`config.mk`:
```
export PLATFORM = sky130hd
export DESIGN_NAME = http_content_type_parser
export DESIGN_NICKNAME = d
export VERILOG_FILES = /design/src/rtl/core/hctp_pkg.sv /design/src/rtl/core/hctp_class.sv /design/src/rtl/core/hctp_fsm.sv /design/src/rtl/core/http_content_type_parser.sv
export SDC_FILE = /design/constraint.sdc
export NUM_CORES = 1
export LEC_CHECK = 0
export BUFFER_PORTS_ARGS = -buffer_cell sky130_fd_sc_hd__buf_4
export CAP_MARGIN = 10
export CORE_MARGIN = 2
export CORE_UTILIZATION = 62
export CTS_BUF_LIST = sky130_fd_sc_hd__clkbuf_16
export DETAILED_ROUTE_END_ITERATION = 12
export PLACE_DENSITY = 0.85
export SETUP_SLACK_MARGIN = 0.2
export SLEW_MARGIN = 15
export SYNTH_ARGS = -nofsm -noshare
export SYNTH_HDL_FRONTEND = slang
export SYNTH_SLANG_ARGS = --single-unit
```
`constraint.sdc`:
```
create_clock -name clk -period 4.05 [get_ports clk]
set_clock_uncertainty 0.05 [all_clocks]
set_input_delay 0 -clock clk [delete_from_list [all_inputs] [get_ports clk]]
set_output_delay 0 -clock clk [all_outputs]
set_load 0.01 [all_outputs]
```
`src/rtl/core/hctp_pkg.sv`:
```
// shared types, character codes and classifier helpers for the content-type parser
`timescale 1ns / 1ps

package hctp_pkg;

	// byte kind codes
	localparam logic [1:0] KIND_NONE  = 2'd0;
	localparam logic [1:0] KIND_TYPE  = 2'd1;
	localparam logic [1:0] KIND_NAME  = 2'd2;
	localparam logic [1:0] KIND_VALUE = 2'd3;

	// grammar characters
	localparam logic [7:0] CH_NUL    = 8'h00;
	localparam logic [7:0] CH_TAB    = 8'h09;
	localparam logic [7:0] CH_LF     = 8'h0a;
	localparam logic [7:0] CH_CR     = 8'h0d;
	localparam logic [7:0] CH_SPACE  = 8'h20;
	localparam logic [7:0] CH_DQUOTE = 8'h22;
	localparam logic [7:0] CH_SLASH  = 8'h2f;
	localparam logic [7:0] CH_SEMI   = 8'h3b;
	localparam logic [7:0] CH_EQUAL  = 8'h3d;
	localparam logic [7:0] CH_BSLASH = 8'h5c;
	localparam logic [7:0] CH_DEL    = 8'h7f;

	// character classes of one byte
	typedef struct packed {
		logic zero;
		logic lws;
		logic token;
		logic text;
		logic chr;
	} cls_t;

	// one result beat
	typedef struct packed {
		logic       parse_error;
		logic       header_done;
		logic       attribute_end;
		logic       name_end;
		logic       type_end;
		logic [1:0] byte_kind;
		logic [7:0] data_byte;
	} res_t;

	// separators excluded from tokens
	function automatic logic is_separator(input logic [7:0] c);
		logic sep;
		case (c)
			8'h28, 8'h29, 8'h3c, 8'h3e, 8'h40, 8'h2c, 8'h3b, 8'h3a, 8'h5c,
			8'h22, 8'h2f, 8'h5b, 8'h5d, 8'h3f, 8'h3d, 8'h7b, 8'h7d: sep = 1'b1;
			default: sep = 1'b0;
		endcase
		return sep;
	endfunction

endpackage

```
`src/rtl/core/hctp_class.sv`:
```
// character class decode for one header byte
`timescale 1ns / 1ps

module hctp_class (
	input  logic [7:0]    in_byte,
	output hctp_pkg::cls_t cls
);

	// printable range without separators is a token character
	always_comb begin
		cls.zero  = (in_byte == hctp_pkg::CH_NUL);
		cls.lws   = (in_byte == hctp_pkg::CH_SPACE) || (in_byte == hctp_pkg::CH_TAB) ||
		            (in_byte == hctp_pkg::CH_LF) || (in_byte == hctp_pkg::CH_CR);
		cls.token = (in_byte > hctp_pkg::CH_SPACE) && (in_byte < hctp_pkg::CH_DEL) &&
		            !hctp_pkg::is_separator(in_byte);
		cls.text  = (in_byte == hctp_pkg::CH_TAB) || (in_byte == hctp_pkg::CH_LF) ||
		            (in_byte == hctp_pkg::CH_CR) ||
		            ((in_byte >= hctp_pkg::CH_SPACE) && (in_byte != hctp_pkg::CH_DEL));
		cls.chr   = !in_byte[7];
	end

endmodule

```
`src/rtl/core/hctp_fsm.sv`:
```
// grammar state machine: phase and sticky error, one byte per step
`timescale 1ns / 1ps

module hctp_fsm (
	input  logic           clk,
	input  logic           arst_n,
	input  logic           step,
	input  logic [7:0]     in_byte,
	input  hctp_pkg::cls_t cls,
	output hctp_pkg::res_t res
);

	typedef enum logic [3:0] {
		PH_LEAD        = 4'd0,
		PH_TYPE        = 4'd1,
		PH_SUB_FIRST   = 4'd2,
		PH_SUB         = 4'd3,
		PH_GAP         = 4'd4,
		PH_AFTER_SEMI  = 4'd5,
		PH_NAME        = 4'd6,
		PH_VALUE_START = 4'd7,
		PH_VTOKEN      = 4'd8,
		PH_QUOTED      = 4'd9,
		PH_ESCAPE      = 4'd10
	} phase_t;

	phase_t phase_q, phase_nxt, ai_phase;
	logic   err_q, err_nxt;
	logic   ai_done, ai_err;

	// judgment of the byte after a finished type or value
	always_comb begin
		ai_phase = phase_q;
		ai_done  = 1'b0;
		ai_err   = 1'b0;
		if (cls.lws) begin
			ai_phase = PH_GAP;
		end else if (cls.zero) begin
			ai_done  = 1'b1;
			ai_phase = PH_LEAD;
		end else if (in_byte == hctp_pkg::CH_SEMI) begin
			ai_phase = PH_AFTER_SEMI;
		end else begin
			ai_err = 1'b1;
		end
	end

	// result and next phase
	always_comb begin
		res       = '0;
		phase_nxt = phase_q;
		err_nxt   = err_q;
		if (err_q) begin
			res.parse_error = 1'b1;
			if (cls.zero) begin
				err_nxt   = 1'b0;
				phase_nxt = PH_LEAD;
			end
		end else begin
			unique case (phase_q)
				PH_TYPE: begin
					if (cls.token) begin
						res.data_byte = in_byte;
						res.byte_kind = hctp_pkg::KIND_TYPE;
					end else if (in_byte == hctp_pkg::CH_SLASH) begin
						res.data_byte = in_byte;
						res.byte_kind = hctp_pkg::KIND_TYPE;
						phase_nxt     = PH_SUB_FIRST;
					end else begin
						res.parse_error = 1'b1;
					end
				end
				PH_SUB_FIRST: begin
					if (cls.token) begin
						res.data_byte = in_byte;
						res.byte_kind = hctp_pkg::KIND_TYPE;
						phase_nxt     = PH_SUB;
					end else begin
						res.parse_error = 1'b1;
					end
				end
				PH_SUB: begin
					if (cls.token) begin
						res.data_byte = in_byte;
						res.byte_kind = hctp_pkg::KIND_TYPE;
					end else begin
						res.type_end    = 1'b1;
						res.header_done = ai_done;
						res.parse_error = ai_err;
						phase_nxt       = ai_phase;
					end
				end
				PH_GAP: begin
					if (!cls.lws) begin
						res.header_done = ai_done;
						res.parse_error = ai_err;
						phase_nxt       = ai_phase;
					end
				end
				PH_AFTER_SEMI: begin
					if (cls.token) begin
						res.data_byte = in_byte;
						res.byte_kind = hctp_pkg::KIND_NAME;
						phase_nxt     = PH_NAME;
					end else if (!cls.lws) begin
						res.parse_error = 1'b1;
					end
				end
				PH_NAME: begin
					if (cls.token) begin
						res.data_byte = in_byte;
						res.byte_kind = hctp_pkg::KIND_NAME;
					end else if (in_byte == hctp_pkg::CH_EQUAL) begin
						res.name_end = 1'b1;
						phase_nxt    = PH_VALUE_START;
					end else begin
						res.parse_error = 1'b1;
					end
				end
				PH_VALUE_START: begin
					if (in_byte == hctp_pkg::CH_DQUOTE) begin
						phase_nxt = PH_QUOTED;
					end else if (cls.token) begin
						res.data_byte = in_byte;
						res.byte_kind = hctp_pkg::KIND_VALUE;
						phase_nxt     = PH_VTOKEN;
					end else begin
						res.parse_error = 1'b1;
					end
				end
				PH_VTOKEN: begin
					if (cls.token) begin
						res.data_byte = in_byte;
						res.byte_kind = hctp_pkg::KIND_VALUE;
					end else begin
						res.attribute_end = 1'b1;
						res.header_done   = ai_done;
						res.parse_error   = ai_err;
						phase_nxt         = ai_phase;
					end
				end
				PH_QUOTED: begin
					if (in_byte == hctp_pkg::CH_DQUOTE) begin
						res.attribute_end = 1'b1;
						phase_nxt         = PH_GAP;
					end else if (in_byte == hctp_pkg::CH_BSLASH) begin
						phase_nxt = PH_ESCAPE;
					end else if (cls.text) begin
						res.data_byte = in_byte;
						res.byte_kind = hctp_pkg::KIND_VALUE;
					end else begin
						res.parse_error = 1'b1;
					end
				end
				PH_ESCAPE: begin
					if (!cls.zero && cls.chr) begin
						res.data_byte = in_byte;
						res.byte_kind = hctp_pkg::KIND_VALUE;
						phase_nxt     = PH_QUOTED;
					end else begin
						res.parse_error = 1'b1;
					end
				end
				// leading whitespace, also any unused code
				default: begin
					if (cls.token) begin
						res.data_byte = in_byte;
						res.byte_kind = hctp_pkg::KIND_TYPE;
						phase_nxt     = PH_TYPE;
					end else if (cls.lws) begin
						phase_nxt = PH_LEAD;
					end else begin
						res.parse_error = 1'b1;
					end
				end
			endcase
			// any error restarts; a nonzero byte leaves it latched
			if (res.parse_error) begin
				phase_nxt = PH_LEAD;
				err_nxt   = !cls.zero;
			end
		end
	end

	// phase and error state
	always_ff @(posedge clk or negedge arst_n) begin
		if (!arst_n) begin
			phase_q <= PH_LEAD;
			err_q   <= 1'b0;
		end else if (step) begin
			phase_q <= phase_nxt;
			err_q   <= err_nxt;
		end
	end

	// sticky error gives nothing but the error flag
	assert property (@(posedge clk) disable iff (!arst_n)
		err_q |-> (res.parse_error && res.byte_kind == hctp_pkg::KIND_NONE))
		else $error("latched error lets content through");

	// no content byte without a kind
	assert property (@(posedge clk) disable iff (!arst_n)
		(res.byte_kind == hctp_pkg::KIND_NONE) |-> (res.data_byte == 8'h00))
		else $error("data byte set with no kind");

	// completion only on the terminator and never with an error
	assert property (@(posedge clk) disable iff (!arst_n)
		res.header_done |-> (cls.zero && !res.parse_error))
		else $error("header done off the terminator");

	// an error step on a nonzero byte leaves the error latched
	assert property (@(posedge clk) disable iff (!arst_n)
		(step && res.parse_error && !cls.zero) |=> err_q)
		else $error("error not latched");

endmodule

```
`src/rtl/core/http_content_type_parser.sv`:
```
// top level of the streaming content-type header parser
//
//  channel | dir | beat fields (low bit up)
//  --------+-----+-------------------------------------------------------------
//  s_*     | in  | tdata: in_byte[7:0]
//  m_*     | out | tdata: data_byte[7:0]; tuser: byte_kind[1:0], type_end,
//          |     |        name_end, attribute_end, header_done, parse_error
//
// one beat in, one beat out; a new byte is taken every cycle while a stalled output does not block the input register
// each byte passes through the input register, then the result register
// the phase register updates as a byte moves into the result register
// a stalled output holds its beat and stops the input register in place
// reset clears the phase, the sticky error and both valid flags
`timescale 1ns / 1ps

module http_content_type_parser (
	input  logic       clk,
	input  logic       arst_n,
	input  logic       s_tvalid,
	output logic       s_tready,
	input  logic [7:0] s_tdata,   // in_byte[7:0]
	output logic       m_tvalid,
	input  logic       m_tready,
	output logic [7:0] m_tdata,   // data_byte[7:0]
	output logic [6:0] m_tuser    // byte_kind[1:0], type_end, name_end,
	                              // attribute_end, header_done, parse_error
);

	logic           valid_s1;
	logic [7:0]     byte_s1;
	logic           out_valid_q;
	hctp_pkg::res_t res_q;
	hctp_pkg::res_t res;
	hctp_pkg::cls_t cls;
	logic           advance;
	logic           step;
	logic           take;

	// handshake
	assign advance  = !out_valid_q || m_tready;
	assign s_tready = !valid_s1 || advance;
	assign step     = valid_s1 && advance;
	assign take     = s_tvalid && s_tready;

	hctp_class u_class (
		.in_byte (byte_s1),
		.cls     (cls)
	);

	hctp_fsm u_fsm (
		.clk     (clk),
		.arst_n  (arst_n),
		.step    (step),
		.in_byte (byte_s1),
		.cls     (cls),
		.res     (res)
	);

	// valid flags
	always_ff @(posedge clk or negedge arst_n) begin
		if (!arst_n) begin
			valid_s1    <= 1'b0;
			out_valid_q <= 1'b0;
		end else begin
			if (take) begin
				valid_s1 <= 1'b1;
			end else if (step) begin
				valid_s1 <= 1'b0;
			end
			if (step) begin
				out_valid_q <= 1'b1;
			end else if (m_tready) begin
				out_valid_q <= 1'b0;
			end
		end
	end

	// payload registers
	always_ff @(posedge clk) begin
		if (take) begin
			byte_s1 <= s_tdata;
		end
		if (step) begin
			res_q <= res;
		end
	end

	// output beat
	assign m_tvalid = out_valid_q;
	assign m_tdata  = res_q.data_byte;
	assign m_tuser  = {res_q.parse_error, res_q.header_done, res_q.attribute_end,
	                   res_q.name_end, res_q.type_end, res_q.byte_kind};

	// a byte in the input register moves out whenever the output frees up
	assert property (@(posedge clk) disable iff (!arst_n)
		(valid_s1 && advance) |=> out_valid_q)
		else $error("stepped byte produced no result");

	// a held output beat keeps its contents
	assert property (@(posedge clk) disable iff (!arst_n)
		(out_valid_q && !m_tready) |=> (out_valid_q && $stable(res_q)))
		else $error("stalled result changed");

	// input stays blocked only while both stages are full
	assert property (@(posedge clk) disable iff (!arst_n)
		!s_tready |-> (valid_s1 && out_valid_q && !m_tready))
		else $error("input stalled without cause");

endmodule

```
# [After elaboration in Yosys (flattened, before gate mapping)]
# Index checks and enable logic that the tools add are counted.
[word_totals] latchBits=0 ram_bits=0 mem_count=0 wordCells=157 romBits=0 reg_bits=30
[op_classes] multipliers=0 div=0 add_sub_neg=0 n_reduce_logical=29 mux=67 n_lt_le_gt_ge=3 eq_ne=44 bitwise_logic=2 shift=0
[ops] cell="8-bit by 6-bit equality test with 1-bit output, second input constant" count=12
[ops] cell="4-bit two-way mux" count=21
[ops] cell="10-bit two-way mux" count=8
[ops] cell="10-bit one-hot mux with 7 select lines" count=1
[ops] cell="8-bit by 7-bit equality test with 1-bit output, second input constant" count=6
[ops] cell="4-bit one-hot mux with 9 select lines" count=1
[ops] cell="1-bit two-way mux" count=28
[ops] cell="4-bit by 2-bit != test with 1-bit output, second input constant" count=7
[ops] cell="8-bit by 4-bit equality test with 1-bit output, second input constant" count=3
[ops] cell="9-bit two-way mux" count=2
[ops] cell="17-bit OR reduction" count=1
[ops] cell="4-bit by 3-bit equality test with 1-bit output, second input constant" count=4
[ops] cell="14-bit AND reduction" count=1
[ops] cell="4-bit equality test, second input constant" count=3
[ops] cell="11-bit nonzero test" count=1
[ops] cell="5-bit by 3-bit != test with 1-bit output, second input constant" count=2
[ops] cell="1-bit one-hot mux with 9 select lines" count=1
[ops] cell="4-bit by 2-bit equality test with 1-bit output, second input constant" count=2
[ops] cell="8-bit by 6-bit greater-or-equal comparator with 1-bit output, second input constant" count=1
[ops] cell="8-bit by 6-bit greater-than comparator with 1-bit output, second input constant" count=1
[ops] cell="8-bit logical NOT" count=1
[ops] cell="1-bit logical OR" count=8
[ops] cell="8-bit by 7-bit < comparator with 1-bit output, second input constant" count=1
[ops] cell="8-bit by 7-bit != test with 1-bit output, second input constant" count=1
[ops] cell="14 further kinds" count=28

# [Longest topological paths before layout]
# Gate-level depths: netlist (run 1).
[logic_depth] ltp_word=11 depth_mapped=9 ltp_nobuf=7

# [Modules after synthesis]
# A second synthesis (run 1) with hierarchy kept.
[unflattened] hier_cells=232 area_unflattened_um2=2175.8
[by_module_without_submodules] module="hctp_fsm" seq_area_each_um2=125.1 n_inst=1 area_per_inst_um2=1129.8 cells_each=164
[by_module_without_submodules] module="http_content_type_parser" seq_area_each_um2=740.7 n_inst=1 area_per_inst_um2=794.5 cells_each=31
[by_module_without_submodules] module="hctp_class" seq_area_each_um2=0.0 n_inst=1 area_per_inst_um2=251.5 cells_each=37

# [Worst setup path before layout (run 1)]
# No wires, ideal clock.
[synth_path] path_kind="flip-flop to flip-flop" from="register byte_s1[6]" to="register u_fsm.phase_q[0]" stages_incl_launch_ff=9 period_less_slack_ps=2442 setup_time_ps=67 n_path_buf=1 path_slack_ps=1608 t_arrival_ps=2325 t_required_ps=3933 cell_sequence="edfxtp_1 > buf_6 > or2_1 > or4_4 > a32oi_1 > o2111ai_1 > a2111o_1 > and3b_2 > a32o_1"
[synth_via] elab_chain_cells=11
[synth_lines] item="start: declaration" line="http_content_type_parser.sv:30" text="logic [7:0] byte_s1;"
[synth_lines] item="start signal: assignment" line="http_content_type_parser.sv:81" text="byte_s1 <= s_tdata;"
[synth_lines] item="8-bit by 6-bit equality test with 1-bit output (tied with other cells)" line="hctp_pkg.sv:48" text="case (c)"
[synth_lines] item="17-bit OR reduction or 1-bit logical OR (tied branches)" line="hctp_pkg.sv:48, hctp_class.sv:16"
[synth_lines] item="1-bit two-way mux or 1-bit logical OR (tied branches)" line="hctp_pkg.sv:48, hctp_class.sv:16"
[synth_lines] item="1-bit logical NOT or 1-bit logical OR (tied branches)" line="hctp_class.sv:15, hctp_class.sv:17"
[synth_lines] item="1-bit logical AND or 1-bit two-way mux (tied branches)" line="hctp_class.sv:14, hctp_fsm.sv:148"
[synth_lines] item="1-bit two-way mux, on equally long branches" line="hctp_fsm.sv:74, hctp_fsm.sv:123, hctp_fsm.sv:146"
[synth_lines] item="1-bit two-way mux, on equally long branches" line="hctp_fsm.sv:121, hctp_fsm.sv:143"
[synth_lines] item="1-bit one-hot mux with 9 select lines" line="hctp_fsm.sv:60" text="unique case (phase_q)"
[synth_lines] item="1-bit two-way mux" line="hctp_fsm.sv:53" text="if (err_q) begin"
[synth_lines] item="11-bit nonzero test (no source line) (tied with other cells)"
[synth_lines] item="14-bit AND reduction (no source line) or 4-bit two-way mux (tied branches)"
[synth_lines] item="end signal: assignment" line="hctp_fsm.sv:191" text="phase_q <= phase_nxt;"
[synth_lines] item="end: declaration" line="hctp_fsm.sv:27" text="phase_t phase_q, phase_nxt, ai_phase;"
# Parallel ways exist; a longest one is shown, timed or not. The select of a mux whose other input is x is not followed.
# A chain may end at the register's enable or synchronous reset.

# [Worst setup path after layout (run 1)]
[layout_path] from="register u_fsm.phase_q[3]" to="register u_fsm.phase_q[1]"
[layout_via] elab_chain_cells=5
[layout_lines] item="4-bit equality test (tied with other cells)" line="hctp_fsm.sv:60"
[layout_lines] item="1-bit one-hot mux with 9 select lines or 2-bit OR reduction (tied branches)"
[layout_lines] item="1-bit two-way mux or 4-bit one-hot mux with 9 select lines (tied branches)" line="hctp_fsm.sv:53, hctp_fsm.sv:60"
[layout_lines] item="11-bit nonzero test (no source line) (tied with other cells)"
[layout_lines] item="14-bit AND reduction (no source line) or 4-bit two-way mux (tied branches)"
# Parallel ways exist; a longest one is shown, timed or not. The select of a mux whose other input is x is not followed.

==> results.md, run 1 <==
* Port buffer count at 28
* Synthesized area per cell at 9.13 sq um
* Peak VDD IR at 280 uV
* DRC violations left at 0
* Commonest register cell after synthesis: edfxtp_1
* CORE AREA at 0.00328 sq mm
* Pre-antenna DRT Iters at 5
* Area added between synthesis and finish at 21.3%
* Crit-path slowest cell: dfrtp_1
* Slew Viols, Final at 0
* Worst-Margin Slew at 0.619 ns
* Placer congestion estimate at 0.938
* CP peak stage delay at 0.73 ns
* Crit start category: flip-flop
* CP Class: flip-flop to flip-flop
* Setup bufs post-CTS at 0
* Die area at 0.00384 sq mm
* Htree depth at 2
* Synthesized Nets at 240
* TritonCTS Sinks at 30
* Bufs on Longest Clock Path at 2
* Grt total ovfl at 0
* Initial Utilization at 0.634
* Status: completed
* Max Cap Viol at 0
* First-pass GRT wire length at 8.29 mm
* Most frequent cells in the layout: buf_4, nor2_1, edfxtp_1
* Final WL at 5.20 mm
* Hpwl dp at 3.41 mm
* Antenna diodes at 0
* Number of synthesized flops with an enable pin at 23
* GRT Total Usage at 0.302
* Total I/O pin count at 29
* Place WS at 1.26 ns
* CTS root buffer: clkbuf_16
* Synth Area in Compound Gates at 0.238
* Number of global-route vias before repair at 1823
* Post-Synth Simple-Gate Area at 0.293
* Data required time of the critical path at 4.16 ns
* Relative slew slack at 0.587
* Final hold vios at 0
* Cells after Synth at 228
* Drt wl/cell at 17.0 um
* Tcrit/Tclk final at 0.728
* Initial DRC count at 162
* GRT Max-Usage Layer: met2
* Syn Std Cell Area at 0.00208 sq mm
* Sequential fraction of the synthesis area at 0.416
* Worst-skew pair later-pin latency at 0.28 ns
* Leakage at 0.925 nW
* Die W at 61.9 um
* Power per cell area at 339 mW/mm^2
* CP Cell Sequence: nor2b_1 -> nor2b_1 -> nand3_1 -> o21bai_1 -> a2111o_1 -> and3b_2 -> a32o_1
* Setup violations, final at 0
* Post-Synth Adder-Cell Area at 0
* Worst path most repeated cell: nor2b_1
* Global Route met2 Usage at 0.517
* Most common cell after layout, fill and taps aside: buf_4
* Largest family of logic cells by synthesized area: simple AND/OR/NAND/NOR gates
* M1 GR Usage at 0.355
* CTS clk-pin slew, worst paths at 0.04 ns
* Hold_ws at 0.0136 ns
* Synthesized flop and latch total at 30
* Final worst slack at 1.10 ns
* F_max at 339 MHz
* CTS tree: built
* Netlist cell types at 58
* Xor/xnor share of the synthesized area at 0.00421
* Post-synth ARST share at 0.233
* CP Max Fanout at 20
* Post-synthesis mux area share at 0
* Share of cells above drive strength 1 at 0.151
* Via density at 6.54
* Ys Warns at 0
* Power Total at 856 uW
* Vert. Die Dim at 61.9 um
* Hold WC Path Type: primary input to async pin
* DR vias at 1994
* Nets at 270
* Row cnt at 21
* Largest net degree at the start of global routing at 23
* Met3 Use GR at 0.0787
* Antenna violations before repair at 0
* Cts bufs inserted at 5
* Setup TNS Final at 0 ns
* Critical path arrival at 3.06 ns
* RSZ-0062 raised after global routing: false
* Minimum clock period at 2.95 ns
* Post-route ant nets at 0
* Critical Path End Type: flip-flop
-- stage by stage --
| stage | instance area [sq um] | cells | util |
|---|---|---|---|
| after floorplan | 2080 | 228 | - |
| after global placement | 2270 | 285 | 0.690 |
| after detailed placement | 2270 | 285 | 0.690 |
| after CTS | 2520 | 305 | 0.768 |
| after global routing | 2520 | 305 | 0.768 |
| final | 2520 | 305 | 0.768 |
-- synthesized netlist by cell type (4+ instances only) --
library cell / n / share of area
a21oi_1: 12 / 0.029
a31oi_1: 7 / 0.021
nand2_1: 15 / 0.027
inv_1: 5 / 0.0090
nor2_1: 23 / 0.041
nor3_1: 9 / 0.022
dfrtp_1: 7 / 0.084
clkbuf_1: 7 / 0.013
nand3b_1: 5 / 0.018
buf_2: 8 / 0.019
and2_1: 6 / 0.018
nor3b_1: 4 / 0.014
nand2b_1: 13 / 0.039
o21ai_0: 12 / 0.029
nor2b_1: 8 / 0.024
edfxtp_1: 23 / 0.33
a32o_1: 4 / 0.019
-- worst max-delay path: cells and delay by family (launching register included) --
kind / cells / cell delay (ns)
AOI/OAI and AO/OA: 3 / 0.76
DFF: 1 / 0.73
and+or+nand+nor: 4 / 1.29
-- cells by family after synthesis --
logic type | count (synthesis)
AOI/OAI and AO/OA | 69
xor gates and xnor gates | 1
buffers and inverters | 22
DFF | 30
and+or+nand+nor | 106
-- registers in the layout, summed over array words and instances, names as in the netlist --
register / cells
byte_s1: 8
m_tdata: 8
m_tuser: 7
m_tvalid: 1
u_fsm.err_q: 1
u_fsm.phase_q: 4
valid_s1: 1
-- power breakdown --
| group | leakage, nW | switching [mW] | internal (mW) | total [mW] |
|---|---|---|---|---|
| Sequential | 0.314 | 0.0303 | 0.360 | 0.390 |
| Clock | 0.0738 | 0.119 | 0.219 | 0.338 |
| Combinational | 0.537 | 0.0642 | 0.0633 | 0.127 |
-- what timing repair did --
| action | 4_1_cts | 5_1_grt |
|---|---|---|
| hold buffers | 12 | 0 |
| hold endpoints to repair | 17 | 0 |
| resized for setup | 0 | 0 |
| endpoints found under the setup margin | 0 | 0 |
-- layout make-up --
cell class                      instances  area (sq um)
Clock buffer                            5           125
Clock inverter                          3          11.3
Fill cell                             223           761
Inverter                                5          18.8
Multi-Input combinational cell        176          1110
Sequential cell                        30           866
Tap cell                               46          57.6
Timing Repair Buffer                   40           330
-- path summary, 6_finish.rpt --
kind	startpoint	to	slack, ns	cells after the start
hold reg to reg	valid_s1	m_tvalid	0.49	1
setup reg to reg	u_fsm.phase_q[3]	u_fsm.phase_q[1]	1.10	7
hold / removal	arst_n	u_fsm.phase_q[2]	0.01	2
setup / recovery	u_fsm.phase_q[3]	u_fsm.phase_q[1]	1.10	7
max in group asynchronous	arst_n	valid_s1	3.82	2
min in group clk	s_tdata[5]	byte_s1[5]	0.38	2
-- routing by layer --
layer	wire length, um	vias to the layer above
met1	2040	908
met2	2540	126
met5	0	-
li1	-	937
met3	439	23
met4	179	0
(Power assumes the default switching activity.)
==> run 2: changes to the inputs <==
--- a/config.mk
+++ b/config.mk
@@ -5,13 +5,14 @@
 export SDC_FILE = /design/constraint.sdc
 export NUM_CORES = 1
 export LEC_CHECK = 0
+export ABC_AREA = 1
 export BUFFER_PORTS_ARGS = -buffer_cell sky130_fd_sc_hd__buf_4
 export CAP_MARGIN = 10
 export CORE_MARGIN = 2
-export CORE_UTILIZATION = 62
+export CORE_UTILIZATION = 57
 export CTS_BUF_LIST = sky130_fd_sc_hd__clkbuf_16
 export DETAILED_ROUTE_END_ITERATION = 12
-export PLACE_DENSITY = 0.85
+export PLACE_DENSITY = 0.79
 export SETUP_SLACK_MARGIN = 0.2
 export SLEW_MARGIN = 15
 export SYNTH_ARGS = -nofsm -noshare
==> constraint.sdc (replaced) <==
create_clock -name clk -period 3 [get_ports clk]
set_clock_uncertainty 0.05 [all_clocks]
set_input_delay 0 -clock clk [delete_from_list [all_inputs] [get_ports clk]]
set_output_delay 0 -clock clk [all_outputs]
set_load 0.01 [all_outputs]
==> run 2 against run 1 <==
Effect of this change:
- design area is 3.5% higher
- utilization is 4.4 points lower
- clock-buffer cell count stayed put
- power is 74% higher
- synthesized area is 1.5% higher
- worst hold slack better by 0.013 ns
- sequential share of layout area is 1.2 points lower
- worst setup slack worse by 0.27 ns
- flip-flop and latch count stayed put
- critical endpoint is now m_tdata[3]
==> results.md, run 2 <==
* Ys Warns at 0 (unchanged)
* CP Cell Sequence: inv_1 -> nand2_1 -> nor2_1 -> nand2_2 -> nand2_1 -> nor2_2 -> nand3_4 -> nand2_1 -> a21oi_2 -> nand3_1 -> nand2_1 -> inv_1
* Max Cap Viol at 0 (unchanged)
* R2r startpoint: byte_s1[0]
* Final WL at 4.51 mm (-13%)
* Most frequent cells in the layout: nand2_1, nor2_1, inv_1
* CP peak stage delay at 0.49 ns (-0.24 ns)
* Share of the synthesized area in the top cell type at 0.327 (-0.00492)
* Placer congestion estimate at 0.903 (-3.7%)
* Initial Utilization at 0.586 (-0.0478)
* Peak VDD IR at 364 uV (+30%)
* Synth top cells by count: nand2_1, nor2_1, inv_1
* Worst-skew pair later-pin latency at 0.28 ns (about the same)
* CP Max Fanout at 14 (-30%)
* CTS root buffer: clkbuf_16
* Comb power frac at 0.296 (+0.147)
* Leading area contributor after synthesis: edfxtp_1
* Hold WC Path Type: primary input to async pin
* Sequential fraction of the synthesis area at 0.410 (-0.00616)
* Port buffer count at 28 (unchanged)
* Slew Viols, Final at 0 (unchanged)
* Vert. Die Dim at 64.9 um (+4.7%)
* Crit start category: flip-flop
* Total I/O pin count at 29 (unchanged)
* CTS clk-pin slew, worst paths at 0.05 ns (about the same)
* Grt total ovfl at 0 (unchanged)
* Syn Std Cell Area at 0.00211 sq mm (+1.5%)
* Critical path arrival at 2.16 ns (-0.90 ns)
* CTS Hold Bufs at 12 (unchanged)
* GRT Max-Usage Layer: met2
* Synthesized flop and latch total at 30 (unchanged)
* Antenna diodes at 0 (unchanged)
* Setup TNS Final at 0 ns (unchanged)
* Via density at 5.12 (-22%)
* Placed Instances at 379 (+33%)
* Layout Cells excl Fill at 399 (+31%)
* Count leader, synth: nand2_1
* Cts bufs inserted at 5 (unchanged)
* Relative slew slack at 0.609 (+0.0211)
* FILL cells at 305 (+37%)
* Final hold vios at 0 (unchanged)
* TritonCTS Sinks at 30 (unchanged)
* Post-route ant nets at 0 (unchanged)
* Register area at 866 sq um (unchanged)
* Worst path most repeated cell: nand2_1
* Drt wl/cell at 11.3 um (-34%)
* Share of cells above drive strength 1 at 0.188 (+0.0375)
* Internal Pwr Total at 999 uW (+56%)
* Largest delay contributor family on the critical path: simple AND/OR/NAND/NOR gates
* Status: completed
* Critical Path End Type: flip-flop
* Hpwl dp at 3.49 mm (+2.4%)
* DRC violations left at 0 (unchanged)
* Flop pwr share at 0.389 (-0.067)
* Area added between synthesis and finish at 23.7%
* CORE AREA at 0.00361 sq mm (+9.8%)
* Worst-Margin Slew at 0.587 ns (-0.0323 ns)
* Beginning of the critical path: byte_s1[0]
* Setup bufs post-CTS at 0 (unchanged)
* Minimum clock period at 2.16 ns (-0.782 ns)
* Cells after Synth at 307 (+35%)
* Multi-input logic area at 0.00105 sq mm (-5.9%)
* RSZ-0062 raised after global routing: false
* Tcrit/Tclk final at 0.721 (-0.00604)
* Synthesized Nets at 319 (+33%)
* Die area at 0.00421 sq mm (+9.7%)
* Power per cell area at 571 mW/mm^2 (+68%)
* Netlist cell types at 27 (-53%)
* CP bufs+invs at 2 (+2)
* Nets at 362 (+34%)
* Post-synth ARST share at 0.233 (unchanged)
* Net Sw Frac at 0.330 (+0.0812)
* Global Route met2 Usage at 0.369 (-0.149)
* F_max at 462 MHz (+36%)
* Antenna violations before repair at 0 (unchanged)
* Hold_ws at 0.0264 ns (+0.0129 ns)
* Htree depth at 2 (unchanged)
* Number of synthesized flops with an enable pin at 23 (unchanged)
* Pre-antenna DRT Iters at 4 (-1)
* Leakage at 1.34 nW (+45%)
* Initial DRC count at 139 (-14%)
* DR vias at 2041 (+2.4%)
* Met3 Use GR at 0.0399 (-0.0387)
* Leading post-synthesis cells by cell area: edfxtp_1, nand2_1, nor2_1
* # resized after CTS at 0 (unchanged)
* Synthesized area per cell at 6.88 sq um (-25%)
* Die W at 64.9 um (+4.7%)
* Setup violations, final at 0 (unchanged)
* Row cnt at 22 (+4.8%)
* GRT Total Usage at 0.240 (-0.0617)
* Commonest register cell after synthesis: edfxtp_1
* Clock network fraction of design power at 0.315 (-0.080)
* Largest net degree at the start of global routing at 18 (-22%)
* Data required time of the critical path at 2.99 ns (-1.17 ns)
* Sw Pwr at 493 uW (+130%)
* First-pass GRT wire length at 7.69 mm (-7.2%)
* M1 GR Usage at 0.333 (-0.0223)
* Crit-path slowest cell: edfxtp_1
* Most common cell after layout, fill and taps aside: nand2_1
* CP Class: flip-flop to flip-flop
* Number of global-route vias before repair at 1769 (-3.0%)
* Bufs on Longest Clock Path at 2 (unchanged)
* CTS tree: built
[run 2: cell types whose count changed after synthesis, moves of 7 or more]
| cell | change |
|---|---|
| nand3_1 | +23 |
| nor2b_1 | -8 |
| nand2_1 | +84 |
| nand2_2 | +7 |
| nor2_1 | +31 |
| nand2b_1 | -13 |
| a31oi_1 | -7 |
| inv_2 | +8 |
| inv_1 | +32 |
| a21oi_1 | -8 |
| clkbuf_1 | -7 |
| buf_2 | -8 |
[run 2: final cells by class]
class	instances	share of cell area
clock buffer	5	0.0479
clock inverter	3	0.00527
inverter	45	0.0647
multi-input combinational	228	0.401
sequential	30	0.331
tap	48	0.0230
timing repair buffer	40	0.126
[run 2: power by group through the flow]
| stage | Clock, mW | Sequential (mW) | Combinational, mW |
|---|---|---|---|
| after floorplan | 0 | 0.578 | 0.307 |
| after CTS | 0.473 | 0.581 | 0.440 |
| final | 0.471 | 0.581 | 0.441 |
| after global placement | 0 | 0.586 | 0.421 |
| after global routing | 0.486 | 0.587 | 0.497 |
| after detailed placement | 0 | 0.588 | 0.425 |
[run 2: cells by family (layout without fill, tap and decap cells)]
kind of cell / Yosys count / in the layout / share of synthesized area
and+or+nand+nor: 210 / 210 / 0.444
buffers and inverters: 49 / 93 / 0.0936
DFF: 30 / 30 / 0.410
AOI/OAI and AO/OA: 18 / 18 / 0.0527
[run 2: worst paths after layout]
kind,slack [ns],cells past startpoint,endpoint
setup / recovery,0.84,12,m_tdata[3]
setup reg to reg,0.84,12,m_tdata[3]
max in group asynchronous,2.75,2,valid_s1
hold reg to reg,0.47,2,u_fsm.phase_q[1]
min in group clk,0.38,2,byte_s1[7]
hold / removal,0.03,2,u_fsm.err_q
[run 2: layer usage]
layer,vias up,wire [um]
met4,0,94
met1,888,2050
met2,85,2020
met5,-,0
li1,1059,-
met3,9,341
[run 2: through the flow]
| stage | power, mW | util | instance area, sq um | setup slack, ns |
|---|---|---|---|---|
| global placement | 1.01 | 0.653 | 2350 | 0.860 |
| finish | 1.49 | 0.724 | 2610 | 0.836 |
| floorplan | 0.886 | - | 2110 | 1.18 |
| CTS | 1.49 | 0.724 | 2610 | 0.839 |
| global route | 1.57 | 0.724 | 2610 | 0.619 |
| detailed placement | 1.01 | 0.653 | 2350 | 0.848 |
==> run 3: changes to the inputs <==
==> constraint.sdc (replaced) <==
create_clock -name clk -period 2.03 [get_ports clk]
set_clock_uncertainty 0.05 [all_clocks]
set_input_delay 0 -clock clk [delete_from_list [all_inputs] [get_ports clk]]
set_output_delay 0 -clock clk [all_outputs]
set_load 0.01 [all_outputs]
==> run 3 against run 2 <==
Effect of this change:
- the flow now finishes with violations (setup timing)
- via count rose by 31%
- utilization rose by 16 points
- critical path depth rose by 1
- largest cell class unchanged
- sequential power rose by 48%
- largest power group is now combinational logic
- highest routed layer unchanged
- first-iteration DRC count rose to 3.1 times the previous value
- clock power rose by 49%
- flip-flop and latch count did not move
- combinational power rose by 120%
==> results.md, run 3 (synthesis gave the netlist of run 2 again) <==
* Status: finished with violations
* Failing checks: setup timing
* Minimum clock period at 2.34 ns (+0.171 ns)
* Power per cell area at 788 mW/mm^2 (+38%)
* DR vias at 2667 (+31%)
* Max Cap Viol at 0 (unchanged)
* Register area at 866 sq um (unchanged)
* FILL cells at 189 (-38%)
* Via density at 6.01 (+17%)
* F_max at 428 MHz (-7.3%)
* Critical Path End Type: flip-flop
* Htree depth at 2 (unchanged)
* Power Total at 2.52 mW (+69%)
* Grt total ovfl at 0 (unchanged)
* Antenna diodes at 0 (unchanged)
* Most frequent cells in the layout: nand2_1, buf_4, inv_1
* Cts bufs inserted at 5 (unchanged)
* Most common cell after layout, fill and taps aside: nand2_1
* CTS tree: built
* Largest net degree at the start of global routing at 18 (unchanged)
* First-pass GRT wire length at 9.20 mm (+20%)
* Setup TNS Final at -2.43 ns (-2.43 ns)
* CP Max Fanout at 5 (-9)
* Drt wl/cell at 17.4 um (+54%)
* Nets at 407 (+12%)
* Setup violations, final at 17 (+17)
* CP Class: flip-flop to flip-flop
* Die area at 0.00421 sq mm (unchanged)
* Total I/O pin count at 29 (unchanged)
* GRT Total Usage at 0.287 (+0.0475)
* Bufs on Longest Clock Path at 2 (unchanged)
* Initial DRC count at 426 (+210%)
* Share of cells above drive strength 1 at 0.417 (+0.229)
* Finished Cell Area at 0.00320 sq mm (+23%)
* Post-route ant nets at 0 (unchanged)
* Crit start category: flip-flop
* Peak VDD IR at 483 uV (+32%)
* Initial Utilization at 0.586 (unchanged)
* Final WL at 7.73 mm (+71%)
* Final hold vios at 0 (unchanged)
* Row cnt at 22 (unchanged)
* Placer congestion estimate at 0.924 (+2.3%)
* Antenna violations before repair at 0 (unchanged)
* Relative slew slack at 0.606 (-0.00292)
* Hpwl dp at 3.81 mm (+9.3%)
* Die W at 64.9 um (unchanged)
* Final worst slack at -0.305 ns (-1.14 ns)
* Multi-input logic area at 0.00128 sq mm (+22%)
* CTS clk-pin slew, worst paths at 0.05 ns (about the same)
* Data required time of the critical path at 2.14 ns (-0.85 ns)
* Reg2Reg Depth at 13 (+1)
* Area added between synthesis and finish at 51.6%
* Worst-Margin Slew at 0.591 ns (+0.00438 ns)
* Critical path arrival at 2.44 ns (+0.28 ns)
* Slew Viols, Final at 0 (unchanged)
* CTS root buffer: clkbuf_16
* RSZ-0062 raised after global routing: true
* Tcrit/Tclk final at 1.15 (+0.429)
* Port buffer count at 28 (unchanged)
* Post-route core utilization at 0.888 (+0.163)
* CORE AREA at 0.00361 sq mm (unchanged)
* Leakage at 1.60 nW (+19%)
* Vert. Die Dim at 64.9 um (unchanged)
* Dpl cell area at 0.00255 sq mm (+8.3%)
* Pre-antenna DRT Iters at 8 (+4)
* Worst-skew pair later-pin latency at 0.28 ns (about the same)
* Number of global-route vias before repair at 2110 (+19%)
* TritonCTS Sinks at 30 (unchanged)
* Hold WC Path Type: primary input to async pin
* DRC violations left at 0 (unchanged)
run 3: cell types whose count changed in the layout (fill, tap and decap cells not counted), sizes merged:
cell	delta
buf	+45
run 3: where the power goes:
part           leakage [nW]  switching, mW  internal [mW]
Sequential            0.316         0.0863          0.776
Combinational          1.21          0.593          0.365
Clock                0.0724          0.262          0.442
Total                  1.60          0.941           1.58
run 3: what timing repair did:
item                                    4_1_cts  5_1_grt
pin swaps                                    23       27
setup buffers                                10        9
endpoints found under the setup margin       18       18
hold endpoints to repair                     17        0
resized for setup                            32       44
hold buffers                                 12        0
run 3: final timing paths:
check,slack (ns),startpoint,endpoint
min,0.02,arst_n,u_fsm.phase_q[2]
max reg2reg,-0.31,byte_s1[1],u_fsm.phase_q[3]
max,-0.31,byte_s1[1],u_fsm.phase_q[3]
max in group asynchronous,1.78,arst_n,u_fsm.phase_q[3]
min in group clk,0.38,s_tdata[2],byte_s1[2]
min reg2reg,0.48,u_fsm.phase_q[1],u_fsm.phase_q[1]
run 3: area by class of cell:
cell class | instances | area share
tap | 48 | 0.0188
inverter | 45 | 0.0528
clock buffer | 5 | 0.0391
clock inverter | 3 | 0.00391
timing repair buffer | 85 | 0.216
multi-input combinational | 228 | 0.399
sequential | 30 | 0.270
run 3: metrics by stage:
step           setup slack (ns)  hold slack, ns  instances
6_report                 -0.305          0.0212        444
5_1_grt                  -0.302          0.0414        444
4_1_cts                  0.0268          0.0235        435
3_5_place_dp            -0.0392          -0.229        405
3_3_place_gp           0.000315          -0.232        405
2_1_floorplan             0.210          -0.346        307
run 3: per-layer routing:
metal,track usage,up-vias,routed length [um]
met4,0.0904,0,569
met2,0.518,280,3620
met5,0,-,0
met3,0.0521,86,954
met1,0.345,1147,2580
li1,-,1154,-
run 3: critical path, stage by stage (launching register included):
cell and delay, ns:
edfxtp_1 0.47, inv_2 0.16, nor2_2 0.05, nand2_1 0.12, nand2_1 0.12, nand2_2 0.12, nand2_2 0.11, buf_4 0.15
nor3_1 0.26, nor2_1 0.12, nand2_1 0.13, nand3_4 0.14, nand3_1 0.15, nand2_1 0.08
